## src/rtl/tpsk_pkg.sv

```systemverilog
// Shared constants and widths for the thin-plate spline kernel.
// Used by every module in rtl; depends on nothing else.
`timescale 1ns / 1ps
package tpsk_pkg;
  localparam int COORD_W  = 24;
  localparam int DIFF_W   = 25;
  localparam int SQ_W     = 48;
  localparam int R_W      = 50;
  localparam int EXP_W    = 6;
  localparam int MANT_W   = 31;
  localparam int OUT_W    = 64;
  localparam int OUT_FRAC = 24;
  localparam logic [63:0] LN2_Q63 = 64'h58B90BFBE8E7BCD5;
  localparam logic [63:0] MAG_MAX = 64'h7FFFFFFFFFFFFFFF;
endpackage

```

## src/rtl/tpsk_log_cell.sv

```systemverilog
// One step of the log2 fraction chain: squares the mantissa and emits one bit.
// Also carries r2 and the exponent along with the item. Depends on tpsk_pkg.
`timescale 1ns / 1ps
module tpsk_log_cell #(
  parameter int FRAC_W = 32,
  parameter int STEP   = 0
) (
  input  logic                            clk,
  input  logic                            rst_n,
  input  logic                            en,
  input  logic                            vld_in,
  input  logic [tpsk_pkg::R_W-1:0]        r_in,
  input  logic [tpsk_pkg::EXP_W-1:0]      e_in,
  input  logic [tpsk_pkg::MANT_W-1:0]     m_in,
  input  logic [FRAC_W-1:0]               f_in,
  output logic                            vld_out,
  output logic [tpsk_pkg::R_W-1:0]        r_out,
  output logic [tpsk_pkg::EXP_W-1:0]      e_out,
  output logic [tpsk_pkg::MANT_W-1:0]     m_out,
  output logic [FRAC_W-1:0]               f_out
);
  logic [61:0] q;
  logic        bit_one;
  logic [tpsk_pkg::MANT_W-1:0] m_nxt;
  logic [FRAC_W-1:0] f_nxt;
  logic vld_r;
  logic [tpsk_pkg::R_W-1:0] r_r;
  logic [tpsk_pkg::EXP_W-1:0] e_r;
  logic [tpsk_pkg::MANT_W-1:0] m_r;
  logic [FRAC_W-1:0] f_r;

  assign q       = {31'd0, m_in} * {31'd0, m_in};
  assign bit_one = q[61];
  assign m_nxt   = bit_one ? q[61:31] : q[60:30];
  always_comb begin
    f_nxt = f_in;
    f_nxt[FRAC_W-1-STEP] = bit_one;
  end

  always_ff @(posedge clk) begin
    if (!rst_n) begin
      vld_r <= 1'b0;
    end else if (en) begin
      vld_r <= vld_in;
    end
  end
  always_ff @(posedge clk) begin
    if (en) begin
      r_r <= r_in;
      e_r <= e_in;
      m_r <= m_nxt;
      f_r <= f_nxt;
    end
  end
  assign vld_out = vld_r;
  assign r_out   = r_r;
  assign e_out   = e_r;
  assign m_out   = m_r;
  assign f_out   = f_r;
endmodule
```

## config.mk

```make
export PLATFORM = sky130hd
export DESIGN_NAME = tpsk_log_cell
export DESIGN_NICKNAME = d
export VERILOG_FILES = /design/src/rtl/tpsk_pkg.sv /design/src/rtl/tpsk_log_cell.sv
export SDC_FILE = /design/constraint.sdc
export NUM_CORES = 2
export LEC_CHECK = 0
export ABC_AREA = 0
export BUFFER_PORTS_ARGS = -buffer_cell sky130_fd_sc_hd__buf_4
export CAP_MARGIN = 20
export CORE_MARGIN = 2
export CORE_UTILIZATION = 64
export CTS_CLUSTER_SIZE = 14
export DETAILED_ROUTE_END_ITERATION = 10
export PLACE_DENSITY = 0.84
export SYNTH_ARGS = -nofsm -noshare
export SYNTH_HDL_FRONTEND = slang
export SYNTH_SLANG_ARGS = --single-unit
```

## constraint.sdc

```tcl
create_clock -name clk -period 11.5 [get_ports clk]
set_input_delay 1.15 -clock clk [delete_from_list [all_inputs] [get_ports clk]]
set_output_delay 1.15 -clock clk [all_outputs]
set_load 0.005 [all_outputs]
```

==> impl_metrics.csv <==
group,metric,value,unit
status,outcome,"finished clean",
worst_hold_path,hold_path.class,"reg -> reg",
logic_synthesis,synth.net_count,4179,
critical_path,worst-path-buf-inv,4,
final_layout,most_frequent_standard_cell_in_the_layout_excluding_fill_and_tap_cells,"sky130_fd_sc_hd__inv_1",
logic_synthesis,yosys_warnings,0,
worst_hold_path,number_of_cells_on_the_worst_hold_path,2,
sta,timing.final.hold_violations,0,
die,floorplan.initialDensity,0.646,
logic_synthesis,synthXorXnorAreaFrac,0.0170,
clocking,post-cts-setup-buffer-count,0,
clocking,tritoncts_num_sinks,120,
sta,final_max_slew_viol_count,0,
logic_synthesis,synth.distinct_cells,68,
sta,final.period_utilization,0.860,
critical_path,cp_max_fo,34,
logic_synthesis,syn-instance-count,3040,
route,total_detailed_routing_wirelength,78200,um
route,vias,21600,
grt,pin_count_of_the_biggest_net_entering_global_routing,82,
critical_path,worst_setup_ep_type,"flop",
grt,antenna_found_initial,2,
final_layout,multiInputGateArea,0.0233,mm2
clocking,clockRootBuffer,"sky130_fd_sc_hd__clkbuf_16",
final_layout,final_net_count,4343,
route,post_drt_wl_per_cell,20.4,um
die,dieArea,0.0499,mm2
die,area_of_the_core,0.0476,mm2
die,fp.dieH,223,um
sta,timing.setup.tns,0,ps
logic_synthesis,synth-async-reset-ratio,0,
logic_synthesis,synth_top_family_by_area,"adder cells",
critical_path,cp.required,11700,ps
sta,fmax,0.101,GHz
placement,place.port_buffers,241,
clocking,post_cts_resize_count,0,
critical_path,critPathLaunchType,"primary input",
grt,first_global_vias,25000,
logic_synthesis,ys.flop_type,"sky130_fd_sc_hd__edfxtp_1",
grt,grt.total_usage,0.331,
final_layout,layout-drive-gt1-share,0.0938,
logic_synthesis,synth_compound_gate_area_share,0.0395,
final_layout,layout.area.seq,0.00359,mm2
grt,grt_first_pass_wirelength,127000,um
critical_path,path_common_cell,"sky130_fd_sc_hd__fa_1",
logic_synthesis,synth_enable_flop_cells,119,
die,die_x,223,um
job,cap_viol_max_count,0,
final_layout,layout.cells.most_common_list,"sky130_fd_sc_hd__inv_1, sky130_fd_sc_hd__fa_1, sky130_fd_sc_hd__nand2_1",
sta,final.setup_skew,0,ps
sta,worstMarginPinSlew,1050,ps
clocking,later_pin_clock_latency_in_the_skew_report,450,ps
sta,finalSetupViolations,0,
placement,detailed_place_hpwl,62000,um
critical_path,critical_path_class,"in -> reg",
clocking,cts_tree,"done",
sta,grt_setup_unrepaired,"no",
critical_path,worst_ep_arrival_time,10100,ps
route,drt.antenna.violating_nets,0,
route,initialDrtViolationCount,1461,
critical_path,worst_path_dominant_cell_family,"adder cells",
logic_synthesis,synth-seq-cells,120,
route,drc,0,
route,count_of_tritonroute_iterations_in_the_first_routing_pass,6,
clocking,h-tree-depth,4,
critical_path,worstRegToRegCells,2,
logic_synthesis,netlist_area,0.0308,mm2
clocking,cts_hold_buffers,0,
sta,max_slew_headroom_at_the_worst_pin,0.296,
die,placementRows,80,
logic_synthesis,syn-mean-instance-area,10.1,um2
clocking,cts_buffer_depth,3,
grt,globalRouteOverflowTotal,0,
logic_synthesis,synthAdderAreaFrac,0.595,
logic_synthesis,yosys.area_share.simple,0.0957,
sta,timing.final.crit_period,9890,ps
final_layout,number_of_filler_cells_placed_in_the_layout,3328,
logic_synthesis,synth.mux.area_fraction,0.0104,
critical_path,worstSetupPathDepth,25,
die,top_level_ports,243,
placement,place_congestion,0.961,
logic_synthesis,sequential_area_share_after_synthesis,0.117,
final_layout,synthToLayoutAreaGrowth,9.26,%
clocking,path_clk_slew,50,ps
route,detail_route.vias_per_cell,5.63,
critical_path,cp_slowest_cell,"sky130_fd_sc_hd__xor2_4",
clocking,tritoncts.num_buffers,25,
critical_path,timing.critical_path.slowest_cell_delay,850,ps
## final cells by class
cell class | count | share of cell area
Clock inverter | 4 | 0.000558
Inverter | 919 | 0.103
Sequential cell | 120 | 0.107
Clock buffer | 29 | 0.0193
Timing Repair Buffer | 243 | 0.0542
Multi-Input combinational cell | 1895 | 0.694
Antenna cell | 1 | 0.0000744
Tap cell | 615 | 0.0229
## Yosys cell counts, types with 4 or more instances
| cell type | n | area (um2) |
|---|---|---|
| sky130_fd_sc_hd__inv_1 | 918 | 3450 |
| sky130_fd_sc_hd__fa_1 | 747 | 15000 |
| sky130_fd_sc_hd__nand2_1 | 295 | 1110 |
| sky130_fd_sc_hd__ha_1 | 269 | 3370 |
| sky130_fd_sc_hd__and2_1 | 187 | 1170 |
| sky130_fd_sc_hd__edfxtp_1 | 119 | 3570 |
| sky130_fd_sc_hd__clkbuf_1 | 99 | 372 |
| sky130_fd_sc_hd__a21oi_1 | 57 | 285 |
| sky130_fd_sc_hd__nor2_1 | 54 | 203 |
| sky130_fd_sc_hd__a21o_1 | 32 | 240 |
| sky130_fd_sc_hd__xnor2_1 | 31 | 272 |
| sky130_fd_sc_hd__xor2_1 | 25 | 219 |
| sky130_fd_sc_hd__mux2i_1 | 13 | 130 |
| sky130_fd_sc_hd__o21ai_0 | 13 | 65.1 |
| sky130_fd_sc_hd__o21ai_1 | 13 | 65.1 |
| sky130_fd_sc_hd__mux2_1 | 12 | 135 |
| sky130_fd_sc_hd__nor2b_1 | 12 | 75.1 |
| sky130_fd_sc_hd__nand3_1 | 11 | 55.1 |
| sky130_fd_sc_hd__o21bai_1 | 10 | 75.1 |
| sky130_fd_sc_hd__a31oi_1 | 9 | 56.3 |
| sky130_fd_sc_hd__nand4_1 | 9 | 56.3 |
| sky130_fd_sc_hd__nor3_1 | 9 | 45.0 |
| sky130_fd_sc_hd__and3_1 | 7 | 43.8 |
| sky130_fd_sc_hd__nand2b_1 | 6 | 37.5 |
| sky130_fd_sc_hd__a31o_2 | 5 | 43.8 |
| sky130_fd_sc_hd__mux2_2 | 5 | 56.3 |
| sky130_fd_sc_hd__o211ai_1 | 5 | 37.5 |
| sky130_fd_sc_hd__or2_2 | 4 | 25.0 |
| sky130_fd_sc_hd__or3_1 | 4 | 25.0 |
## tightest hold or removal path, cell delays in order (launching register included)
cell	delay (ps)
sky130_fd_sc_hd__dfxtp_1	310
sky130_fd_sc_hd__mux2i_1	120
sky130_fd_sc_hd__nor2b_1	50
## sequential cells by signal (all words and copies together), names as in the netlist
signal,flops
r_out,50
f_out,32
m_out,31
vld_out,1
e_out,6
## through the flow
step / cell area, um2 / util / std cells / hold WS [ps] / setup WS (ps)
4_1_cts: 33600 / 0.706 / 3825 / 531 / 1740
2_1_floorplan: 30800 / - / 3040 / 507 / 2740
3_3_place_gp: 33000 / 0.692 / 3792 / 505 / 1540
5_1_grt: 33600 / 0.706 / 3825 / 549 / 1110
3_5_place_dp: 33000 / 0.692 / 3792 / 521 / 1300
6_report: 33600 / 0.706 / 3826 / 524 / 1610
## worst paths after layout
path                                      startpoint              endpoint  slack (ps)
worst max-delay path                        m_in[15]    m_out[9]$_DFFE_PP_        1610
worst max register to register  vld_out$_SDFFE_PN0P_  vld_out$_SDFFE_PN0P_       10910
worst min register to register  vld_out$_SDFFE_PN0P_  vld_out$_SDFFE_PN0P_         520
worst min-delay path            vld_out$_SDFFE_PN0P_  vld_out$_SDFFE_PN0P_         520
## routing by layer
layer | vias up | routed length (um) | GRT usage
met5 | - | 0 | 0
met4 | 0 | 4000 | 0.149
met3 | 294 | 6240 | 0.0536
met2 | 1061 | 40800 | 0.586
met1 | 11000 | 27200 | 0.401
li1 | 9210 | - | -
## logic make-up (layout without fill, tap and decap cells)
group | count (synthesis) | in the layout
AOI/OAI and AO/OA | 180 | 180
DFF | 120 | 120
adders and majority gates | 1016 | 1016
and+or+nand+nor | 611 | 611
buffers and inverters | 1025 | 1195
muxes | 30 | 30
other | 0 | 1
xor gates and xnor gates | 58 | 58
Power is not shown: default switching activity piles up to over one toggle a cycle in this logic, so the estimate is an artifact.
